[src/rtl/core/fap_pkg.sv]
// Package for the fixed-point ALU: constants, operation codes and word types.
package fap_pkg;

   localparam int FRAC_BITS = 8;
   localparam int DATA_W    = 32;
   localparam int QUO_W     = DATA_W + FRAC_BITS;
   localparam int PROD_W    = 2 * DATA_W;
   localparam int LATENCY   = QUO_W + 2;

   typedef enum logic [3:0] {
      KIND_ADD  = 4'd0,
      KIND_SUB  = 4'd1,
      KIND_MUL  = 4'd2,
      KIND_DIV  = 4'd3,
      KIND_MIN  = 4'd4,
      KIND_MAX  = 4'd5,
      KIND_INC  = 4'd6,
      KIND_DEC  = 4'd7,
      KIND_FROM = 4'd8,
      KIND_TO   = 4'd9,
      KIND_CMP  = 4'd10
   } kind_type;

   typedef struct packed {
      logic [3:0]               kind;
      logic signed [DATA_W-1:0] operand_a;
      logic signed [DATA_W-1:0] operand_b;
   } req_type;

   typedef struct packed {
      logic signed [DATA_W-1:0] result;
      logic                     is_less;
      logic                     is_equal;
      logic                     is_greater;
      logic                     overflow;
      logic                     div_by_zero;
   } rsp_type;

   typedef struct packed {
      logic              valid;
      logic [3:0]        kind;
      logic [DATA_W-1:0] simple;
      logic              simple_ovf;
      logic              is_less;
      logic              is_equal;
      logic              is_greater;
      logic              neg;
      logic              dz;
      logic [PROD_W-1:0] prod;
      logic [DATA_W-1:0] dvs;
      logic [DATA_W-1:0] rem;
      logic [QUO_W-1:0]  dvd;
      logic [QUO_W-1:0]  quo;
   } cell_type;

endpackage

[src/rtl/core/fap_div_cell.sv]
// Divider cell: one restoring quotient step, passes the word to its neighbor.
module fap_div_cell (
   input  logic              clock,
   input  logic              reset,
   input  fap_pkg::cell_type cell_in_word,
   output fap_pkg::cell_type cell_out_word
);

   fap_pkg::cell_type cell_ff, cell_in;
   logic [fap_pkg::DATA_W+1:0] diff;
   logic                       ge;

   always_comb begin
      diff = {1'b0, cell_in_word.rem, cell_in_word.dvd[fap_pkg::QUO_W-1]}
             - {2'b00, cell_in_word.dvs};
      ge   = !diff[fap_pkg::DATA_W+1];
      cell_in     = cell_in_word;
      cell_in.rem = ge ? diff[fap_pkg::DATA_W-1:0]
                       : {cell_in_word.rem[fap_pkg::DATA_W-2:0],
                          cell_in_word.dvd[fap_pkg::QUO_W-1]};
      cell_in.dvd = cell_in_word.dvd << 1;
      cell_in.quo = {cell_in_word.quo[fap_pkg::QUO_W-2:0], ge};
   end

   always_ff @(posedge clock) begin
      if (reset) begin
         cell_ff <= '0;
      end else begin
         cell_ff <= cell_in;
      end
   end

   assign cell_out_word = cell_ff;

endmodule

[config.mk]
export PLATFORM = sky130hd
export DESIGN_NAME = fap_div_cell
export DESIGN_NICKNAME = d
export VERILOG_FILES = /design/src/rtl/core/fap_pkg.sv /design/src/rtl/core/fap_div_cell.sv
export SDC_FILE = /design/constraint.sdc
export NUM_CORES = 1
export LEC_CHECK = 0
export ABC_AREA = 1
export CAP_MARGIN = 15
export CORE_AREA = 2 2 198 200
export DETAILED_ROUTE_END_ITERATION = 10
export DIE_AREA = 0 0 200 202
export DONT_BUFFER_PORTS = 1
export PLACE_DENSITY = 0.44
export SLEW_MARGIN = 0
export SYNTH_ARGS = -nofsm -noshare
export SYNTH_HDL_FRONTEND = slang
export SYNTH_SLANG_ARGS = --single-unit
[constraint.sdc]
create_clock -name clock -period 2.75 [get_ports clock]
set_clock_uncertainty 0.05 [all_clocks]
set_input_delay 0.1375 -clock clock [delete_from_list [all_inputs] [get_ports clock]]
set_output_delay 0.1375 -clock clock [all_outputs]
set_load 0.01 [all_outputs]
==> metrics.cfg <==
[pwr]
powerDensity_nw_per_um2 = 638
finalPower_mw = 9.07
power_frac_comb_pct = 13.8
seqPwrFrac_pct = 45.5
p_sw_share_pct = 27.6
p_int_mw = 6.57
leakage_nw = 7.65
ir_drop_mv = 0.422
p_clk_share_pct = 40.7
p_sw_mw = 2.50

[cells_and_area]
fin_cells = 2215
antennaDiodeCount = 0
final_nets = 1964
largest_register_ffs = 250
drive_above_1_share_pct = 4.83
syn_to_final_growth_pct = 41.9

[yosys]
synth_flop_cell = dfxtp_1
post-synth-top-area-cell = dfxtp_1
syn_area_per_cell_um2 = 7.16
synth_compound_area_share_pct = 1.16
ys_ff_latch = 250
synth-simple-area-share_pct = 28.4
synth_top_family_by_area = simple AND/OR/NAND/NOR gates
synth_area_um2 = 10000
synthCells = 1401
synthAdderAreaFrac_pct = 4.19
synthXorXnorAreaFrac_pct = 1.31
yosysTopAreaCellShare_pct = 49.9
async_reset_ff_share_pct = 0
yosysSeqAreaShare_pct = 49.9
synth_commonest_cells = inv_1 (355), nand2_1 (302), nor2_1 (300)
synth_most_common_cell = inv_1
muxShareOfSynthArea_pct = 0
synth_fp_nets = 1687
synth_cell_types = 36
yosys-top-cells-area = dfxtp_1 (50%), inv_1 (13%), nand2_1 (11%), nor2_1 (11%), ha_1 (4.0%)
synth-edff-count = 0
yosys_warnings = 0

[clocking]
cts_tree = yes
cts_buffers = 28
clkSinkCount = 250
path_clk_slew_ns = 0.06
clockRootBuffer = clkbuf_16
ctsResizeCount = 0
max-clock-path-buffers = 3
htree_levels = 1
cts_setup_buffers = 0

[timing]
finalMaxSlewViolations = 0
worst_pin_slew_ns = 0.718
fin_crit_sh_pct = 83.1
slew_headroom_pct = 52.1
fin_setup_tns_ns = 0
fmax_ghz = 0.438
setup_viol = 0
hold_violations = 3
rsz0062_at_grt = no
period_minus_slack_ns = 2.28
hold_slack_ns = -0.0352

[worst_setup_path]
crit_path_max_fanout = 4
required_ns = 3.15
critical_path_arrival_ns = 2.69
crit_type = in2reg
critPathLaunchType = primary input
endpoint_kind = register

[detailed_routing]
drtIter0Drc = 388
routed_wl_um = 37300
wire_per_inst_um = 16.8
drc = 0
via_per_inst = 4.06
first_pass_iters = 5
drtAntennaViolNets = 0
vias = 8986

[grt]
grt_pass1_vias = 9205
grt_overflow_total = 0
grt_usage_pct = 17.6
grt_max_degree = 150
grt_pass1_wl_um = 53900
antenna_found_initial = 0

[job]
drv_cap = 0

[run_status]
outcome = finished, violations left
violations = hold timing

[floorplanning]
pin_count = 504
fp.dieH_um = 202
fp.dieW_um = 200
rows = 72
die_area_um2 = 40400
fp.coreArea_um2 = 38300
start_util_pct = 26.2

[place]
dp.cells = 1891
gp_congestion = 0.830
dp_hpwl_um = 27000
numPortBuffers = 0

[worst_hold_path]
worstHoldPathType = in2reg

## kinds of logic (layout without fill, tap and decap cells)
group / count (synthesis) / after routing
adder cells (fa/ha/maj): 33 / 33
other: 1 / 1
XOR/XNOR: 15 / 15
buffers and inverters: 392 / 688
AND/OR/NAND/NOR: 691 / 691
AO/OA/AOI/OAI: 19 / 19
flip-flops: 250 / 250
## cells in the final DEF (no fill, tap or decap), types with 3 or more instances in the layout
master	count
clkinv_2	7
buf_4	5
dfxtp_1	250
ha_1	32
nand4_1	7
clkbuf_1	4
nor2_1	300
nand2_2	5
inv_1	355
nand3_1	32
a21oi_1	14
nor2_2	13
nand2_1	302
dlygate4sd3_1	274
and2_1	5
clkbuf_8	3
clkbuf_16	28
xor2_1	14
nand3b_1	19
## layer usage
metal | GRT usage [%] | up-vias | wire length [um]
met5 | 0 | - | 0
met4 | 9.34 | 0 | 2100
met3 | 4.05 | 81 | 2480
met2 | 31.6 | 296 | 18300
met1 | 18.9 | 4077 | 14400
li1 | - | 4532 | -
## worst paths after layout
path / end / depth (start not counted) / start / slack (ns)
hold / removal: cell_out_word[170]$_SDFF_PP0_ / 2 / reset / -0.04
setup / recovery: cell_out_word[108]$_SDFF_PP0_ / 17 / cell_in_word[79] / 0.47
## critical path: stages
cell and delay [ns]:
dlygate4sd3_1 0.53, inv_1 0.08, ha_1 0.23, inv_1 0.09, fa_1 0.43, nand3_1 0.11, nand3_1 0.15, nand2_1 0.10
nand2_1 0.15, nand2_1 0.10, nand2_1 0.10, nand2_1 0.16, nand2_1 0.07, nand2_1 0.06, nand3_1 0.07, nand2_1 0.08
inv_1 0.04
## area by class of cell
cell class | instances | area, um^2
flip-flops and latches | 250 | 5000
inverters | 359 | 1350
clock buffers | 35 | 757
repair buffers | 280 | 2810
multi-input cells | 759 | 3510
clock inverters | 14 | 145
well taps | 518 | 648
fillers | 3997 | 24100
## stage by stage
stage	worst slack, ns	area [um^2]	utilization, %
after detailed placement	0.400	10600	27.6
final	0.466	14200	37.2
after global routing	0.177	14200	37.2
after global placement	0.401	10600	27.6
after CTS	0.449	14200	37.2
after floorplan	0.967	10000	-
## power by group through the flow
| stage | sequential (mW) | combinational (mW) | clock, mW |
|---|---|---|---|
| global route | 4.15 | 1.42 | 3.96 |
| CTS | 4.14 | 1.26 | 3.81 |
| detailed placement | 4.22 | 0.890 | 0 |
| global placement | 4.22 | 0.882 | 0 |
| floorplan | 4.12 | 0.723 | 0 |
| finish | 4.13 | 1.25 | 3.69 |
## timing repair
| action | CTS | global route |
|---|---|---|
| endpoints found under the hold margin | 249 | 0 |
| endpoints found under the setup margin | 0 | 0 |
| hold buffers | 275 | 0 |
Power figures use the tool's default switching activity.
