`config.mk`:
```
export PLATFORM = sky130hd
export DESIGN_NAME = fap_front
export DESIGN_NICKNAME = d
export VERILOG_FILES = /design/src/rtl/core/fap_pkg.sv /design/src/rtl/core/fap_front.sv
export SDC_FILE = /design/constraint.sdc
export NUM_CORES = 2
export LEC_CHECK = 0
export ABC_AREA = 1
export BUFFER_PORTS_ARGS = -buffer_cell sky130_fd_sc_hd__buf_2
export CAP_MARGIN = 20
export CORE_ASPECT_RATIO = 0.75
export CORE_MARGIN = 4
export CORE_UTILIZATION = 35
export DETAILED_ROUTE_END_ITERATION = 7
export PLACE_DENSITY_LB_ADDON = 0.2
export SLEW_MARGIN = 20
export SYNTH_ARGS = -nofsm -noshare
export SYNTH_HDL_FRONTEND = slang
export SYNTH_SLANG_ARGS = --single-unit
```
`constraint.sdc`:
```
create_clock -name clock -period 17.9 [get_ports clock]
set_clock_uncertainty 0.2 [all_clocks]
set_input_delay 3.58 -clock clock [delete_from_list [all_inputs] [get_ports clock]]
set_output_delay 3.58 -clock clock [all_outputs]
set_load 0.01 [all_outputs]
```
`src/rtl/core/fap_pkg.sv`:
```
// Package for the fixed-point ALU: constants, operation codes and word types.
package fap_pkg;

   localparam int FRAC_BITS = 8;
   localparam int DATA_W    = 32;
   localparam int QUO_W     = DATA_W + FRAC_BITS;
   localparam int PROD_W    = 2 * DATA_W;
   localparam int LATENCY   = QUO_W + 2;

   typedef enum logic [3:0] {
      KIND_ADD  = 4'd0,
      KIND_SUB  = 4'd1,
      KIND_MUL  = 4'd2,
      KIND_DIV  = 4'd3,
      KIND_MIN  = 4'd4,
      KIND_MAX  = 4'd5,
      KIND_INC  = 4'd6,
      KIND_DEC  = 4'd7,
      KIND_FROM = 4'd8,
      KIND_TO   = 4'd9,
      KIND_CMP  = 4'd10
   } kind_type;

   typedef struct packed {
      logic [3:0]               kind;
      logic signed [DATA_W-1:0] operand_a;
      logic signed [DATA_W-1:0] operand_b;
   } req_type;

   typedef struct packed {
      logic signed [DATA_W-1:0] result;
      logic                     is_less;
      logic                     is_equal;
      logic                     is_greater;
      logic                     overflow;
      logic                     div_by_zero;
   } rsp_type;

   typedef struct packed {
      logic              valid;
      logic [3:0]        kind;
      logic [DATA_W-1:0] simple;
      logic              simple_ovf;
      logic              is_less;
      logic              is_equal;
      logic              is_greater;
      logic              neg;
      logic              dz;
      logic [PROD_W-1:0] prod;
      logic [DATA_W-1:0] dvs;
      logic [DATA_W-1:0] rem;
      logic [QUO_W-1:0]  dvd;
      logic [QUO_W-1:0]  quo;
   } cell_type;

endpackage

```
`src/rtl/core/fap_front.sv`:
```
// Input stage: operand magnitudes, product, simple operations and flags.
module fap_front (
   input  logic             clock,
   input  logic             reset,
   input  logic             take,
   input  fap_pkg::req_type req_word,
   output fap_pkg::cell_type cell_out
);

   fap_pkg::cell_type cell_ff, cell_in;
   logic signed [fap_pkg::DATA_W:0]   sum_w;
   logic signed [fap_pkg::PROD_W-1:0] wide_w;
   logic [fap_pkg::DATA_W-1:0]        amag, bmag;
   logic                              a_gt_b;

   always_comb begin
      amag = req_word.operand_a[fap_pkg::DATA_W-1] ? (~req_word.operand_a + 1'b1)
                                                   : req_word.operand_a;
      bmag = req_word.operand_b[fap_pkg::DATA_W-1] ? (~req_word.operand_b + 1'b1)
                                                   : req_word.operand_b;
      a_gt_b = req_word.operand_a > req_word.operand_b;
      wide_w = fap_pkg::PROD_W'(req_word.operand_a) <<< fap_pkg::FRAC_BITS;
      sum_w  = '0;
      cell_in = '0;
      cell_in.valid      = take;
      cell_in.kind       = req_word.kind;
      cell_in.is_less    = req_word.operand_a < req_word.operand_b;
      cell_in.is_equal   = req_word.operand_a == req_word.operand_b;
      cell_in.is_greater = a_gt_b;
      cell_in.neg  = req_word.operand_a[fap_pkg::DATA_W-1] ^ req_word.operand_b[fap_pkg::DATA_W-1];
      cell_in.dz   = req_word.operand_b == '0;
      cell_in.prod = amag * bmag;
      cell_in.dvs  = bmag;
      cell_in.rem  = '0;
      cell_in.dvd  = fap_pkg::QUO_W'(amag) << fap_pkg::FRAC_BITS;
      cell_in.quo  = '0;
      case (fap_pkg::kind_type'(req_word.kind))
         fap_pkg::KIND_ADD: sum_w = (fap_pkg::DATA_W+1)'(req_word.operand_a)
                                    + (fap_pkg::DATA_W+1)'(req_word.operand_b);
         fap_pkg::KIND_SUB: sum_w = (fap_pkg::DATA_W+1)'(req_word.operand_a)
                                    - (fap_pkg::DATA_W+1)'(req_word.operand_b);
         fap_pkg::KIND_INC: sum_w = (fap_pkg::DATA_W+1)'(req_word.operand_a)
                                    + (fap_pkg::DATA_W+1)'(1);
         fap_pkg::KIND_DEC: sum_w = (fap_pkg::DATA_W+1)'(req_word.operand_a)
                                    - (fap_pkg::DATA_W+1)'(1);
         default:           sum_w = '0;
      endcase
      case (fap_pkg::kind_type'(req_word.kind))
         fap_pkg::KIND_ADD, fap_pkg::KIND_SUB, fap_pkg::KIND_INC, fap_pkg::KIND_DEC: begin
            cell_in.simple     = sum_w[fap_pkg::DATA_W-1:0];
            cell_in.simple_ovf = sum_w[fap_pkg::DATA_W] != sum_w[fap_pkg::DATA_W-1];
         end
         fap_pkg::KIND_MIN: cell_in.simple = a_gt_b ? req_word.operand_b : req_word.operand_a;
         fap_pkg::KIND_MAX: cell_in.simple = a_gt_b ? req_word.operand_a : req_word.operand_b;
         fap_pkg::KIND_FROM: begin
            cell_in.simple     = wide_w[fap_pkg::DATA_W-1:0];
            cell_in.simple_ovf = (wide_w[fap_pkg::PROD_W-1:fap_pkg::DATA_W-1] != '0)
                              && (wide_w[fap_pkg::PROD_W-1:fap_pkg::DATA_W-1] != '1);
         end
         fap_pkg::KIND_TO: cell_in.simple = req_word.operand_a >>> fap_pkg::FRAC_BITS;
         default: begin
            cell_in.simple     = '0;
            cell_in.simple_ovf = 1'b0;
         end
      endcase
   end

   always_ff @(posedge clock) begin
      if (reset) begin
         cell_ff <= '0;
      end else begin
         cell_ff <= cell_in;
      end
   end

   assign cell_out = cell_ff;

endmodule

```
==> impl_results.html <==
<table>
<tr><th>Metric</th><th>Value</th></tr>
<tr><th colspan="2">Placement</th></tr>
<tr><td>Total of buffers placed on input and output ports</td><td>roughly 240</td></tr>
<tr><td>Hpwl dp</td><td>roughly 160000 um</td></tr>
<tr><td>Placer's final routability congestion estimate</td><td>~1.0</td></tr>
<tr><th colspan="2">Detailed routing</th></tr>
<tr><td>Drt wl/cell</td><td>~25 um</td></tr>
<tr><td>Wire length after detailed routing</td><td>199000 um</td></tr>
<tr><td>Antenna Nets Post-Route</td><td>0</td></tr>
<tr><td>Vias after detailed routing</td><td>between 40000 and 50000</td></tr>
<tr><td>Top routing layer in use</td><td>met5</td></tr>
<tr><td>Avg Vias per Cell</td><td>5.25</td></tr>
<tr><td>Drt first pass iters</td><td>5</td></tr>
<tr><td>Routed metal-1 wirelength</td><td>a little over 90000 um</td></tr>
<tr><td>Met3 WL</td><td>approximately 25000 um</td></tr>
<tr><td>DRC errors left</td><td>0</td></tr>
<tr><td>1st-iter DRT viols</td><td>4413</td></tr>
<tr><td>Sum of met2 wire segment lengths after detailed routing</td><td>approximately 78000 um</td></tr>
<tr><th colspan="2">Critical path</th></tr>
<tr><td>Startpoint kind of the worst setup timing path</td><td>input port</td></tr>
<tr><td>Worst endpoint data arrival time</td><td>roughly 14 ns</td></tr>
<tr><td>Kind of cell with the highest combined delay on the critical path</td><td>adder cells</td></tr>
<tr><td>Most prevalent standard cell on the critical path</td><td>sky130_fd_sc_hd__fa_1</td></tr>
<tr><td>Type of element capturing the critical path</td><td>flop</td></tr>
<tr><td>Worst stage delay on the critical path</td><td>between 0.8 and 0.9 ns</td></tr>
<tr><td>Worst Setup Path Type</td><td>in2reg</td></tr>
<tr><td>Top fanout value on the critical path</td><td>30</td></tr>
<tr><td>Slowest cell on the critical path</td><td>sky130_fd_sc_hd__inv_1</td></tr>
<tr><td>Worst Path Required</td><td>between 15 and 20 ns</td></tr>
<tr><td>Critical path startpoint</td><td>req_word[32]</td></tr>
<tr><td>Buffers and inverters on the worst path</td><td>10</td></tr>
<tr><th colspan="2">Status</th></tr>
<tr><td>Result of the run</td><td>complete, no violations</td></tr>
<tr><th colspan="2">Floorplanning</th></tr>
<tr><td>Io pins</td><td>322</td></tr>
<tr><td>Total core area</td><td>~130000 um2</td></tr>
<tr><td>Die Outline Area</td><td>roughly 140000 um2</td></tr>
<tr><td>Die W</td><td>~430 um</td></tr>
<tr><td>Die Height</td><td>around 320 um</td></tr>
<tr><td>Effective utilization at floorplan</td><td>a little over a third</td></tr>
<tr><td>Site Rows</td><td>114</td></tr>
<tr><th colspan="2">STA</th></tr>
<tr><td>Post-layout minimum cycle time</td><td>13.92 ns</td></tr>
<tr><td>RSZ-0062 raised after global routing</td><td>false</td></tr>
<tr><td>Hold Vio Cnt, Final</td><td>0</td></tr>
<tr><td>Final clock period utilization by the worst path</td><td>between 70% and 80%</td></tr>
<tr><td>Measured slew at the worst slew-check pin</td><td>1.22 ns</td></tr>
<tr><td>Final setup viols</td><td>0</td></tr>
<tr><td>Count of final max-slew check failures</td><td>0</td></tr>
<tr><td>Worst rel slew slack</td><td>a little under a fifth</td></tr>
<tr><td>Upper clock frequency limit</td><td>about 70 MHz</td></tr>
<tr><td>Aggregate negative setup slack</td><td>0 ns</td></tr>
<tr><th colspan="2">GRT</th></tr>
<tr><td>Total global routing track utilization</td><td>between 20% and 30%</td></tr>
<tr><td>Initial antenna violation count</td><td>5</td></tr>
<tr><td>Overflow left after global routing</td><td>0</td></tr>
<tr><td>First-pass GRT wire length</td><td>around 300000 um</td></tr>
<tr><td>Via count of the first global-routing pass</td><td>43100</td></tr>
<tr><td>Maximum number of pins on one net before global-route repair</td><td>92</td></tr>
<tr><th colspan="2">Min path</th></tr>
<tr><td>Hold Path Stages</td><td>3</td></tr>
<tr><td>Hold-critical path endpoint</td><td>cell_out[250]$_SDFF_PP0_</td></tr>
<tr><td>Origin of the worst min-delay path</td><td>take</td></tr>
<tr><td>HP Class</td><td>in2reg</td></tr>
<tr><th colspan="2">CTS</th></tr>
<tr><td>Number of buffers inserted during clock tree synthesis</td><td>17</td></tr>
<tr><td>Root Buffer Master</td><td>sky130_fd_sc_hd__clkbuf_16</td></tr>
<tr><td>Maximum root-to-sink buffer count</td><td>2</td></tr>
<tr><td>Hold-fix buffer count after cts</td><td>0</td></tr>
<tr><td>Number of clock sinks</td><td>around 170</td></tr>
<tr><td># H-tree levels</td><td>4</td></tr>
<tr><td>PostCTS Resize Cnt</td><td>0</td></tr>
<tr><td>Number of buffers added for setup after CTS</td><td>0</td></tr>
<tr><td>Clock-pin slew of the registers on the worst-case setup and hold paths</td><td>roughly 0.08 ns</td></tr>
<tr><td>Clock tree from TritonCTS</td><td>done</td></tr>
<tr><th colspan="2">Flow run</th></tr>
<tr><td>Number of max-capacitance violations reported</td><td>0</td></tr>
<tr><th colspan="2">Yosys</th></tr>
<tr><td>Post-Syn Area</td><td>45800 um2</td></tr>
<tr><td>Commonest cells in the synthesized netlist</td><td>1325 x sky130_fd_sc_hd__inv_1, 1207 x sky130_fd_sc_hd__nand2_1, 898 x sky130_fd_sc_hd__fa_1</td></tr>
<tr><td>Number of enable-type register cells in the synthesized netlist</td><td>0</td></tr>
<tr><td>Mean Syn Cell Area</td><td>7.46 um2</td></tr>
<tr><td>Number of library cell types mapped by synthesis</td><td>60</td></tr>
<tr><td>Warnings, synthesis</td><td>0</td></tr>
<tr><td>Number of cells produced by synthesis</td><td>about 6100</td></tr>
<tr><td>Biggest area contributors in the synthesized netlist</td><td>sky130_fd_sc_hd__fa_1 39%, sky130_fd_sc_hd__inv_1 11%, sky130_fd_sc_hd__nand2_1 9.9%</td></tr>
<tr><td>Post-synth ARST share</td><td>0%</td></tr>
<tr><td>Post-synthesis sequential element count</td><td>around 170</td></tr>
<tr><td>Post-synth top flop</td><td>sky130_fd_sc_hd__dfxtp_1</td></tr>
<tr><td>Most used standard cell by instance count after synthesis</td><td>sky130_fd_sc_hd__inv_1</td></tr>
<tr><td>Sequential cell area fraction in the yosys report</td><td>roughly 7.5%</td></tr>
<tr><td>Proportion of netlist area held by the largest area contributor</td><td>approximately two fifths</td></tr>
<tr><td>Biggest area consumer among synthesized cells</td><td>sky130_fd_sc_hd__fa_1</td></tr>
<tr><th colspan="2">Layout</th></tr>
<tr><td>Fraction of final layout cells with drive strength greater than 1</td><td>between 6 and 7%</td></tr>
<tr><td>Synthesis-to-layout area growth</td><td>7.74%</td></tr>
<tr><td>Number of nets in the layout</td><td>roughly 7600</td></tr>
<tr><td>Number of flip-flops in the largest register</td><td>171</td></tr>
</table>
==> cells by family after synthesis <==
group	count (synthesis)	share of synthesized area, %
AND/OR/NAND/NOR	2436	21.4
XOR/XNOR	45	0.901
adder cells (fa/ha/maj)	1229	48.3
AO/OA/AOI/OAI	604	7.45
flip-flops	171	7.47
buffers and inverters	1657	14.5
other	1	0.00818
==> worst max-delay path by stage <==
stage | to | slack, ns | cells past startpoint
after global placement | cell_out[206]$_SDFF_PP0_ | 3.25 | 38
final | cell_out[206]$_SDFF_PP0_ | 3.98 | 36
after floorplan | cell_out[191]$_SDFF_PP0_ | 5.98 | 42
after CTS | cell_out[206]$_SDFF_PP0_ | 4.17 | 38
after detailed placement | cell_out[206]$_SDFF_PP0_ | 3.62 | 38
after global routing | cell_out[206]$_SDFF_PP0_ | 3.48 | 37
==> cell usage in the layout (no fill, tap or decap), types with 14 or more instances in the layout <==
master / Yosys / layout
sky130_fd_sc_hd__nand2_1: 1207 / 1205
sky130_fd_sc_hd__ha_1: 331 / 331
sky130_fd_sc_hd__o21ai_1: 13 / 20
sky130_fd_sc_hd__nand3_1: 219 / 219
sky130_fd_sc_hd__inv_1: 1325 / 1324
sky130_fd_sc_hd__o21bai_1: 21 / 21
sky130_fd_sc_hd__clkbuf_16: 0 / 17
sky130_fd_sc_hd__xor2_1: 35 / 32
sky130_fd_sc_hd__o211ai_1: 33 / 33
sky130_fd_sc_hd__buf_2: 55 / 240
sky130_fd_sc_hd__conb_1: 1 / 80
sky130_fd_sc_hd__dfxtp_1: 171 / 171
sky130_fd_sc_hd__buf_4: 88 / 98
sky130_fd_sc_hd__nand4_1: 38 / 38
sky130_fd_sc_hd__a21o_1: 29 / 29
sky130_fd_sc_hd__inv_2: 12 / 14
sky130_fd_sc_hd__a21oi_1: 232 / 232
sky130_fd_sc_hd__nor3_1: 35 / 33
sky130_fd_sc_hd__nor2_1: 876 / 876
sky130_fd_sc_hd__o21ai_0: 207 / 198
sky130_fd_sc_hd__nor4_1: 15 / 15
sky130_fd_sc_hd__fa_1: 898 / 898
==> per-layer routing <==
layer | GRT usage [%] | up-vias
met5 | 0 | -
met3 | 9.29 | 241
met2 | 40.7 | 2271
met4 | 6.49 | 2
li1 | - | 18500
met1 | 44.6 | 21200
==> layout make-up <==
type	instances	area, um2
tap	1740	2180
multi-input combinational	4394	36100
fill	13900	80100
inverter	1350	5070
clock buffer	17	425
timing repair buffer	340	1980
antenna	2	5.00
clock inverter	15	173
sequential	171	3420
==> per-stage QoR <==
step	hold slack (ns)	setup slack [ns]	instances	area, um2	util (%)
6_report	3.03	3.98	8029	49400	38.1
5_1_grt	3.03	3.48	8027	49400	38.1
4_1_cts	2.98	4.17	8026	49400	38.1
3_5_place_dp	3.61	3.62	7994	48800	37.7
3_3_place_gp	3.58	3.25	7993	48700	37.6
2_1_floorplan	3.49	5.98	6222	46100	-
Power is left out: the tool's default activity adds up to more than one toggle a clock period on the data nets, which glitch-free logic cannot reach.
