**config.mk**
```make
export PLATFORM = sky130hd
export DESIGN_NAME = fap_back
export DESIGN_NICKNAME = d
export VERILOG_FILES = /design/src/rtl/core/fap_pkg.sv /design/src/rtl/core/fap_back.sv
export SDC_FILE = /design/constraint.sdc
export NUM_CORES = 1
export LEC_CHECK = 0
export BUFFER_PORTS_ARGS = -buffer_cell sky130_fd_sc_hd__buf_2
export CORE_AREA = 4 4 111 113
export DETAILED_ROUTE_END_ITERATION = 8
export DIE_AREA = 0 0 115 117
export SYNTH_ARGS = -nofsm -noshare
export SYNTH_HDL_FRONTEND = slang
export SYNTH_SLANG_ARGS = --single-unit
```
**constraint.sdc**
```tcl
create_clock -name clock -period 2.4 [get_ports clock]
set_input_delay 0 -clock clock [delete_from_list [all_inputs] [get_ports clock]]
set_output_delay 0 -clock clock [all_outputs]
set_load 0.01 [all_outputs]
```
**src/rtl/core/fap_pkg.sv**
```systemverilog
// Package for the fixed-point ALU: constants, operation codes and word types.
package fap_pkg;

   localparam int FRAC_BITS = 8;
   localparam int DATA_W    = 32;
   localparam int QUO_W     = DATA_W + FRAC_BITS;
   localparam int PROD_W    = 2 * DATA_W;
   localparam int LATENCY   = QUO_W + 2;

   typedef enum logic [3:0] {
      KIND_ADD  = 4'd0,
      KIND_SUB  = 4'd1,
      KIND_MUL  = 4'd2,
      KIND_DIV  = 4'd3,
      KIND_MIN  = 4'd4,
      KIND_MAX  = 4'd5,
      KIND_INC  = 4'd6,
      KIND_DEC  = 4'd7,
      KIND_FROM = 4'd8,
      KIND_TO   = 4'd9,
      KIND_CMP  = 4'd10
   } kind_type;

   typedef struct packed {
      logic [3:0]               kind;
      logic signed [DATA_W-1:0] operand_a;
      logic signed [DATA_W-1:0] operand_b;
   } req_type;

   typedef struct packed {
      logic signed [DATA_W-1:0] result;
      logic                     is_less;
      logic                     is_equal;
      logic                     is_greater;
      logic                     overflow;
      logic                     div_by_zero;
   } rsp_type;

   typedef struct packed {
      logic              valid;
      logic [3:0]        kind;
      logic [DATA_W-1:0] simple;
      logic              simple_ovf;
      logic              is_less;
      logic              is_equal;
      logic              is_greater;
      logic              neg;
      logic              dz;
      logic [PROD_W-1:0] prod;
      logic [DATA_W-1:0] dvs;
      logic [DATA_W-1:0] rem;
      logic [QUO_W-1:0]  dvd;
      logic [QUO_W-1:0]  quo;
   } cell_type;

endpackage

```
**src/rtl/core/fap_back.sv**
```systemverilog
// Output stage: sign and range of product and quotient, result select.
module fap_back (
   input  logic              clock,
   input  logic              reset,
   input  fap_pkg::cell_type cell_word,
   output logic              rsp_strobe,
   output fap_pkg::rsp_type  rsp_word
);

   fap_pkg::rsp_type          rsp_ff, rsp_in;
   logic                      valid_ff;
   logic [fap_pkg::PROD_W-1:0] mag, sres;
   logic                       big;
   localparam logic [fap_pkg::PROD_W-1:0] LIM = fap_pkg::PROD_W'(1) << (fap_pkg::DATA_W-1);

   always_comb begin
      if (fap_pkg::kind_type'(cell_word.kind) == fap_pkg::KIND_MUL) begin
         mag = cell_word.prod >> fap_pkg::FRAC_BITS;
      end else begin
         mag = fap_pkg::PROD_W'(cell_word.quo);
      end
      sres = cell_word.neg ? (~mag + 1'b1) : mag;
      big  = cell_word.neg ? (mag > LIM) : (mag >= LIM);
      rsp_in = '0;
      rsp_in.is_less    = cell_word.is_less;
      rsp_in.is_equal   = cell_word.is_equal;
      rsp_in.is_greater = cell_word.is_greater;
      case (fap_pkg::kind_type'(cell_word.kind))
         fap_pkg::KIND_MUL: begin
            rsp_in.result   = sres[fap_pkg::DATA_W-1:0];
            rsp_in.overflow = big;
         end
         fap_pkg::KIND_DIV: begin
            rsp_in.div_by_zero = cell_word.dz;
            rsp_in.result      = cell_word.dz ? '0 : sres[fap_pkg::DATA_W-1:0];
            rsp_in.overflow    = !cell_word.dz && big;
         end
         default: begin
            rsp_in.result   = cell_word.simple;
            rsp_in.overflow = cell_word.simple_ovf;
         end
      endcase
   end

   always_ff @(posedge clock) begin
      rsp_ff <= rsp_in;
      if (reset) begin
         valid_ff <= 1'b0;
      end else begin
         valid_ff <= cell_word.valid;
      end
   end

   assign rsp_strobe = valid_ff;
   assign rsp_word   = rsp_ff;

endmodule

```
==> results of run 1 <==
metal layers:
metal | up-vias | wire length [um] | global-route usage [%]
li1 | 1639 | - | -
met1 | 1435 | 4730 | 19.1
met2 | 133 | 4930 | 24.0
met3 | 14 | 681 | 2.37
met4 | 0 | 193 | 4.30
met5 | - | 0 | 0
layout make-up:
cell class                 count  area, sq um  area share, %
tap                          143          179           4.19
clock inverter                 3         45.0           1.06
clock buffer                   5          125           2.93
inverter                       5         18.8          0.440
multi-input combinational    271         1720           40.2
timing repair buffer         231         1420           33.4
sequential                    38          761           17.8
through the flow:
step	hold WS (ns)	util [%]
2_1_floorplan	0.0277	-
3_3_place_gp	0.111	32.7
3_5_place_dp	0.115	32.7
4_1_cts	0.0459	37.7
5_1_grt	0.0815	37.7
6_report	0.0450	37.7
worst min-delay path: stages:
cell and delay, ns:
buf_2 0.14, nand2_1 0.10, nor2_1 0.04
report_power, final:
group	switching (mW)	total [mW]	internal [mW]	leakage, nW
clock network	0.273	0.763	0.490	0.0760
logic	0.245	0.504	0.259	1.50
registers	0.0115	0.691	0.679	0.320
total	0.529	1.96	1.43	1.89
layout by cell type, fill, tap and decap left out, drive strengths merged, types with 3 or more instances in the layout:
cell	Yosys	final
buf	6	192
nand2	46	46
o21ai	44	44
dlygate4sd3	0	39
dfxtp	38	38
mux2i	29	29
xnor2	29	29
nor2	27	27
nor3	22	22
nor4	17	17
o31ai	10	10
or3	9	9
a21oi	9	9
or4	6	6
inv	5	5
clkbuf	11	5
o221ai	3	3
worst max-delay path by stage:
| stage | start | end | depth (start not counted) |
|---|---|---|---|
| finish | cell_word[246] | rsp_word[33]$_DFF_P_ | 8 |
| detailed placement | cell_word[246] | rsp_word[33]$_DFF_P_ | 8 |
| global route | cell_word[246] | rsp_word[33]$_DFF_P_ | 8 |
| global placement | cell_word[246] | rsp_word[33]$_DFF_P_ | 8 |
| floorplan | cell_word[246] | rsp_word[35]$_DFF_P_ | 10 |
| CTS | cell_word[246] | rsp_word[33]$_DFF_P_ | 8 |
state kept, by name, summed over array words and instances (netlist names):
signal,cells
rsp_word,37
rsp_strobe,1
cells by family after synthesis:
logic type | share of synthesized area [%]
AO/OA/AOI/OAI | 18.0
XOR/XNOR | 9.94
adder cells (fa/ha/maj) | 0.489
buffers and inverters | 3.72
flip-flops | 29.8
multiplexers | 11.8
AND/OR/NAND/NOR | 26.3
==> impl_metrics.csv, run 1 <==
group,metric,value,unit
logic_synthesis,synthesis.area,2560,sq um
logic_synthesis,ys.flop_type,"dfxtp_1",
detailed_routing,vias,3221,
final_layout,layout-drive-gt1-share,37.6,%
worst_setup_path,end_kind,"flip-flop",
logic_synthesis,yosys-top-cells-count,"nand2_1 (46), o21ai_0 (42), dfxtp_1 (38), mux2i_1 (29), xnor2_1 (29)",
clock_tree,post_cts_resize_count,0,
clock_tree,cts_buffer_depth,2,
final_layout,fill_cells,1189,
logic_synthesis,synth_top_area_share,29.8,%
placement,dp.cells,649,
sta,fin_crit_sh,86.8,%
sta,relSlewSlack,56.1,%
grt,overflow,0,
detailed_routing,dr.pass1.iters,4,
floorplan,dieArea,13500,sq um
worst_setup_path,worstPathArrival,2.25,ns
sta,drv_slew,0,
power,p_leak,1.89,nW
placement,io_buffers,178,
sta,finalHoldViolCount,0,
logic_synthesis,synth_cells,331,
run,max-cap-violations,0,
final_layout,areaGrowthSynthToFinish,67.0,%
floorplan,rows,39,
detailed_routing,drt_iter0_markers,186,
logic_synthesis,synth_seq_cells,38,
power,peakVddDrop,0.301,mV
placement,dp_hpwl,8410,um
worst_setup_path,cp_num_buf_inv,2,
grt,grt_max_degree,35,
worst_setup_path,critPathTopFamily,"simple AND/OR/NAND/NOR gates",
hold_path,hp-start,"cell_word[246]",
worst_setup_path,cp_cell_sequence,"buf_2, or4b_1, buf_12, nor4_4, o221ai_2, o31ai_1, xnor2_1, o21ai_1",
final_layout,nets,806,
floorplan,start_util,22.6,%
power,power-per-cell-area,459,nW/um^2
worst_setup_path,critPathKind,"primary input to flip-flop",
placement,dpl_worst_slack,0.00316,ns
worst_setup_path,slowest_stage,"or4b_1",
placement,place_congestion,0.743,
grt,grt_pass1_wl,15400,um
hold_path,worstHoldPathType,"primary input to flip-flop",
grt,antenna_found_initial,0,
floorplan,die_w,115,um
clock_tree,clockRootBuffer,"clkbuf_16",
hold_path,holdPathStages,3,
sta,rsz0062_at_grt,"false",
logic_synthesis,seq_area_frac_synth,29.8,%
grt,grtUsageTotal,14.4,%
clock_tree,numCtsBuffers,5,
clock_tree,tritoncts,"done",
logic_synthesis,yosysWarningCount,0,
final_layout,num_antenna_cells,0,
worst_setup_path,worst_setup_path_start_kind,"primary input",
clock_tree,cts.clk_slew.worst_paths,0.06,ns
floorplan,fp.dieH,117,um
logic_synthesis,synth_top_cell_by_area,"dfxtp_1",
sta,setup_slack,0.317,ns
logic_synthesis,synth_async_sr_flop_share,0,%
hold_path,hold_path_end,"rsp_word[0]$_SDFF_PN0_",
final_layout,fin_cells,696,
logic_synthesis,synth.area.top_cells,"dfxtp_1 (30%), mux2i_1 (11%), xnor2_1 (9.9%)",
floorplan,core-area,11300,sq um
final_layout,stdcell_area,4270,sq um
placement,place_area,3710,sq um
worst_setup_path,slowest_delay,0.62,ns
detailed_routing,ant_nets,0,
sta,tightest_slew,0.656,ns
logic_synthesis,post-synth-top-count-cell,"nand2_1",
detailed_routing,post_drt_wl_per_cell,15.1,um
run_status,status,"finished, final reports clean",
logic_synthesis,synth-edff-count,0,
logic_synthesis,synthDistinctLibCells,40,
detailed_routing,drc,0,
detailed_routing,routed_wirelength,10500,um
grt,grt_pass1_vias,3087,
clock_tree,cts.sinks,38,
logic_synthesis,synth_nets,585,
sta,finalSetupTns,0,ns
worst_setup_path,crit_path_max_fanout,13,
sta,period_needed,2.08,ns
clock_tree,postCtsSetupBuffers,0,
detailed_routing,vias_per_cell,4.63,
floorplan,ios,291,
sta,setup_viol,0,
logic_synthesis,avgSynthCellArea,7.72,sq um
clock_tree,htreeDepth,2,
power,fin_total_pwr,1.96,mW
sta,fmaxAchievable,480,MHz
worst_setup_path,required,2.56,ns
clock_tree,cts_hold_buf,39,
Power figures use the tool's default switching activity.
==> run 2: changes to the inputs <==
--- a/config.mk
+++ b/config.mk
@@ -5,7 +5,7 @@
 export SDC_FILE = /design/constraint.sdc
 export NUM_CORES = 1
 export LEC_CHECK = 0
-export BUFFER_PORTS_ARGS = -buffer_cell sky130_fd_sc_hd__buf_2
+export BUFFER_PORTS_ARGS = -buffer_cell sky130_fd_sc_hd__buf_4
 export CORE_AREA = 4 4 111 113
 export DETAILED_ROUTE_END_ITERATION = 8
 export DIE_AREA = 0 0 115 117
==> impl_metrics.csv, run 2 (synthesis gave the netlist of run 1 again) <==
group,metric,value,unit
final_layout,layout-drive-gt1-share,37.5,%
floorplan,core-area,11300,sq um
sta,hold_slack,0.0233,ns
grt,antenna_found_initial,0,
floorplan,die_w,115,um
detailed_routing,routed_wirelength,10700,um
worst_setup_path,worst_setup_path_start_kind,"primary input",
clock_tree,clockRootBuffer,"clkbuf_16",
final_layout,nets,805,
detailed_routing,drt_iter0_markers,132,
placement,dp_hpwl,8640,um
hold_path,holdPathStages,3,
worst_setup_path,required,2.57,ns
detailed_routing,post_drt_wl_per_cell,15.4,um
clock_tree,cts_buffer_depth,2,
grt,grtUsageTotal,14.9,%
grt,grt_pass1_wl,15900,um
grt,grt_pass1_vias,3183,
hold_path,worstHoldPathType,"primary input to flip-flop",
floorplan,ios,291,
sta,setup_viol,0,
sta,rsz0062_at_grt,"false",
power,peakVddDrop,0.234,mV
clock_tree,cts.sinks,38,
worst_setup_path,critPathKind,"primary input to flip-flop",
final_layout,layout_common_cells,"buf_4 (190), nand2_1 (46), o21ai_0 (42)",
sta,finalHoldViolCount,0,
sta,relSlewSlack,57.8,%
placement,io_buffers,178,
placement,place_congestion,0.797,
worst_setup_path,crit_path_max_fanout,15,
detailed_routing,ant_nets,0,
detailed_routing,dr.pass1.iters,4,
clock_tree,cts.clk_slew.worst_paths,0.06,ns
clock_tree,postCtsSetupBuffers,0,
sta,drv_slew,0,
detailed_routing,vias_per_cell,4.69,
final_layout,num_antenna_cells,0,
clock_tree,tritoncts,"done",
sta,fin_crit_sh,90.2,%
hold_path,hold_path_end,"rsp_word[0]$_SDFF_PN0_",
placement,dp.cells,648,
detailed_routing,vias,3259,
final_layout,areaGrowthSynthToFinish,83.1,%
floorplan,fp.dieH,117,um
power,p_leak,2.03,nW
final_layout,fin_cells,695,
clock_tree,numCtsBuffers,5,
detailed_routing,drc,0,
final_layout,fill_cells,1152,
floorplan,start_util,22.6,%
clock_tree,htreeDepth,2,
power,power-per-cell-area,438,nW/um^2
grt,grt_max_degree,35,
final_layout,largest_reg_flops,37,
placement,dpl_worst_slack,-0.0162,ns
final_layout,final_common_cell,"buf_4",
run_status,status,"finished, final reports clean",
worst_setup_path,end_kind,"flip-flop",
run,max-cap-violations,0,
sta,setup_slack,0.235,ns
sta,tightest_slew,0.632,ns
floorplan,rows,39,
floorplan,dieArea,13500,sq um
sta,fmaxAchievable,462,MHz
sta,period_needed,2.17,ns
grt,overflow,0,
worst_setup_path,worstPathArrival,2.33,ns
hold_path,hp-start,"cell_word[246]",
[run 2: power by group]
part	total [mW]	leakage, nW	internal, mW	switching [mW]
logic	0.590	1.63	0.344	0.246
clock network	0.768	0.0760	0.490	0.278
registers	0.693	0.320	0.679	0.0138
total	2.05	2.03	1.51	0.538
[run 2: worst max-delay path, cell delays in order]
cell and delay (ns):
buf_4 0.13, or4b_1 0.51, buf_4 0.22, buf_4 0.20, nor4_1 0.49, nor2_1 0.17
o41ai_2 0.34, xnor2_1 0.17, o21ai_1 0.08
[run 2: cell type report]
cell class	count	area (sq um)	share of cell area [%]
Tap cell	143	179	3.82
Sequential cell	38	761	16.3
Multi-Input combinational cell	271	1720	36.6
Timing Repair Buffer	230	1840	39.2
Inverter	5	18.8	0.401
Clock inverter	3	45.0	0.962
Clock buffer	5	125	2.67
[run 2: metal layers]
| layer | up-vias | global-route usage [%] | wire, um |
|---|---|---|---|
| met3 | 17 | 2.67 | 741 |
| met5 | - | 0 | 0 |
| met2 | 137 | 24.4 | 5010 |
| met1 | 1474 | 19.8 | 4710 |
| met4 | 0 | 5.24 | 234 |
| li1 | 1631 | - | - |
[run 2: metrics by stage]
step / area (sq um) / utilization (%) / TNS (ns) / power [mW]
2_1_floorplan: 2560 / - / 0 / 0.915
3_3_place_gp: 4120 / 36.4 / 0 / 1.24
3_5_place_dp: 4120 / 36.4 / -0.0162 / 1.25
4_1_cts: 4680 / 41.3 / 0 / 2.09
5_1_grt: 4680 / 41.3 / 0 / 2.16
6_report: 4680 / 41.3 / 0 / 2.05
[run 2: how the worst max path moves through the flow]
stage	start	to	slack, ns	cells after the start
2_1_floorplan	cell_word[246]	rsp_word[35]$_DFF_P_	0.07	10
3_3_place_gp	cell_word[246]	rsp_word[36]$_DFF_P_	0.03	9
3_5_place_dp	cell_word[246]	rsp_word[36]$_DFF_P_	-0.02	9
4_1_cts	cell_word[246]	rsp_word[36]$_DFF_P_	0.28	9
5_1_grt	cell_word[246]	rsp_word[36]$_DFF_P_	0.06	9
6_report	cell_word[246]	rsp_word[36]$_DFF_P_	0.23	9
[run 2: timing repair]
| action | in CTS | in global routing |
|---|---|---|
| endpoints found under the hold margin | 38 | 0 |
| hold buffers | 39 | 0 |
| resized for setup | 0 | 0 |
==> run 3: changes to the inputs <==
--- a/config.mk
+++ b/config.mk
@@ -5,10 +5,12 @@
 export SDC_FILE = /design/constraint.sdc
 export NUM_CORES = 1
 export LEC_CHECK = 0
+export ABC_AREA = 1
 export BUFFER_PORTS_ARGS = -buffer_cell sky130_fd_sc_hd__buf_4
-export CORE_AREA = 4 4 111 113
+export CORE_AREA = 4 4 110 112
 export DETAILED_ROUTE_END_ITERATION = 8
-export DIE_AREA = 0 0 115 117
+export DIE_AREA = 0 0 114 116
+export PLACE_DENSITY = 0.67
 export SYNTH_ARGS = -nofsm -noshare
 export SYNTH_HDL_FRONTEND = slang
 export SYNTH_SLANG_ARGS = --single-unit
==> impl_metrics.csv, run 3 <==
group,metric,value,unit
run_status,status,"finished, final reports clean",
detailed_routing,vias_per_cell,4.48,
grt,grt_pass1_wl,18200,um
floorplan,rows,39,
power,comb_power_share,33.9,%
worst_setup_path,slowest_stage,"ha_1",
logic_synthesis,synth-edff-count,0,
final_layout,layout-drive-gt1-share,27.4,%
worst_setup_path,worstPathArrival,1.91,ns
grt,grt_util_met3,3.34,%
logic_synthesis,yosysWarningCount,0,
logic_synthesis,synth.area.top_cells,"nand2_1 (27%), dfxtp_1 (24%), nand3_1 (7.9%)",
clock_tree,cts.clk_slew.worst_paths,0.06,ns
clock_tree,post_cts_resize_count,0,
worst_setup_path,worst_setup_path_start_kind,"primary input",
placement,dp_hpwl,9540,um
detailed_routing,ant_nets,0,
hold_path,worstHoldPathType,"primary input to flip-flop",
logic_synthesis,seq_area_frac_synth,23.6,%
sta,fin_crit_sh,72.8,%
power,netSwitchingPower,0.584,mW
placement,dpl_worst_slack,0.370,ns
final_layout,layout_common_cells,"nand2_1 (228), buf_4 (181), inv_1 (60)",
detailed_routing,routed_wirelength,11800,um
sta,setup_slack,0.653,ns
power,seqPwrFrac,34.3,%
detailed_routing,drc,0,
grt,grtUsageTotal,17.1,%
worst_setup_path,critPathKind,"primary input to flip-flop",
worst_setup_path,end_kind,"flip-flop",
logic_synthesis,avgSynthCellArea,5.60,sq um
grt,grt_pass1_vias,3724,
final_layout,nets,1034,
worst_setup_path,slowest_delay,0.24,ns
clock_tree,clockRootBuffer,"clkbuf_16",
worst_setup_path,required,2.56,ns
grt,overflow,0,
detailed_routing,drt_iter0_markers,288,
logic_synthesis,synth_top_cell_by_area,"nand2_1",
sta,drv_slew,0,
power,p_sw_share,28.7,%
logic_synthesis,synth_top_area_share,26.6,%
placement,io_buffers,178,
sta,relSlewSlack,63.0,%
floorplan,die_w,114,um
logic_synthesis,synth_seq_cells,38,
sta,setup_viol,0,
clock_tree,postCtsSetupBuffers,0,
final_layout,fin_util,46.2,%
sta,finalHoldViolCount,0,
clock_tree,tritoncts,"done",
clock_tree,numCtsBuffers,5,
logic_synthesis,synthesis.area,3220,sq um
power,p_leak,2.76,nW
logic_synthesis,ys.flop_type,"dfxtp_1",
sta,rsz0062_at_grt,"false",
grt,grt_max_degree,56,
run,max-cap-violations,0,
clock_tree,cts.sinks,38,
final_layout,num_antenna_cells,0,
sta,period_needed,1.75,ns
power,power-per-cell-area,392,nW/um^2
grt,grt-busiest-layer,"met2",
detailed_routing,post_drt_wl_per_cell,12.8,um
logic_synthesis,synth_nets,829,
logic_synthesis,yosys-top-cells-count,"nand2_1 (228), inv_1 (60), nand3_1 (51), nor2_1 (49), dfxtp_1 (38)",
logic_synthesis,synth_async_sr_flop_share,0,%
power,pwr-share-clk,31.8,%
logic_synthesis,synthDistinctLibCells,33,
worst_setup_path,crit_path_max_fanout,5,
grt,grt_util_met2,26.3,%
floorplan,ios,291,
sta,fmaxAchievable,572,MHz
logic_synthesis,synth_cells,575,
worst_setup_path,cp_common_cell,"nand3_1",
final_layout,largest_reg_flops,37,
sta,tightest_slew,0.554,ns
worst_setup_path,cp_cell_sequence,"buf_4, nor2_4, nand2_4, o21ai_2, ha_1, inv_1, nor2_1, nand3_1, nor2_1, nand3_1, nand2_1, nand3_1, nand3_1, nand2_1",
grt,grt_util_met1,24.5,%
sta,finalSetupTns,0,ns
clock_tree,cts_hold_buf,39,
detailed_routing,vias,4141,
final_layout,areaGrowthSynthToFinish,61.1,%
detailed_routing,dr.pass1.iters,5,
floorplan,dieArea,13200,sq um
floorplan,core-area,11200,sq um
clock_tree,htreeDepth,2,
clock_tree,cts_buffer_depth,2,
placement,place_congestion,0.882,
grt,antenna_found_initial,0,
floorplan,start_util,28.7,%
power,p_int,1.45,mW
power,peakVddDrop,0.403,mV
floorplan,fp.dieH,116,um
logic_synthesis,post-synth-top-count-cell,"nand2_1",
final_layout,final_common_cell,"nand2_1",
power,fin_total_pwr,2.03,mW
run 3: metal layers:
metal | part of all wire [%] | vias to the layer above
met2 | 44 | 154
met3 | 8.0 | 8
li1 | - | 2230
met4 | 1.1 | 0
met5 | 0 | -
met1 | 47 | 1749
run 3: cells by family after synthesis:
group	share of synthesized area [%]
compound gates	11.1
simple gates	51.5
fa+ha+maj	0.388
buf+inv	11.5
xor+xnor	1.90
flops	23.6
run 3: power groups by stage:
stage               clock [mW]  combinational [mW]  sequential [mW]
finish                   0.647               0.689            0.698
global route             0.694               0.766            0.702
CTS                      0.665               0.692            0.698
detailed placement           0               0.638            0.712
global placement             0               0.633            0.710
floorplan                    0               0.277            0.738
run 3: stage by stage:
stage	hold WS (ns)	cells	area, sq um
after floorplan	0.0277	575	3220
after global placement	0.105	877	4650
after detailed placement	0.105	877	4650
after CTS	0.00727	924	5190
after global routing	0.0334	924	5190
final	0.0129	924	5190
run 3: area by class of cell:
| cell class | count | area [sq um] |
|---|---|---|
| Clock inverter | 1 | 5.00 |
| Tap cell | 143 | 179 |
| Clock buffer | 7 | 143 |
| Inverter | 65 | 244 |
| Fill cell | 1202 | 6030 |
| Multi-Input combinational cell | 449 | 2090 |
| Sequential cell | 38 | 761 |
| Timing Repair Buffer | 221 | 1770 |
run 3: final timing paths:
path / startpoint / to / slack (ns) / cells past startpoint
worst max-delay path: cell_word[246] / rsp_word[35]$_DFF_P_ / 0.65 / 14
worst min-delay path: cell_word[247] / rsp_word[0]$_SDFF_PN0_ / 0.01 / 3
run 3: critical path: cells and delay by family:
family          cells  cell delay, ns
buf+inv             2            0.19
compound gates      1            0.23
fa+ha+maj           1            0.24
simple gates       10            1.23
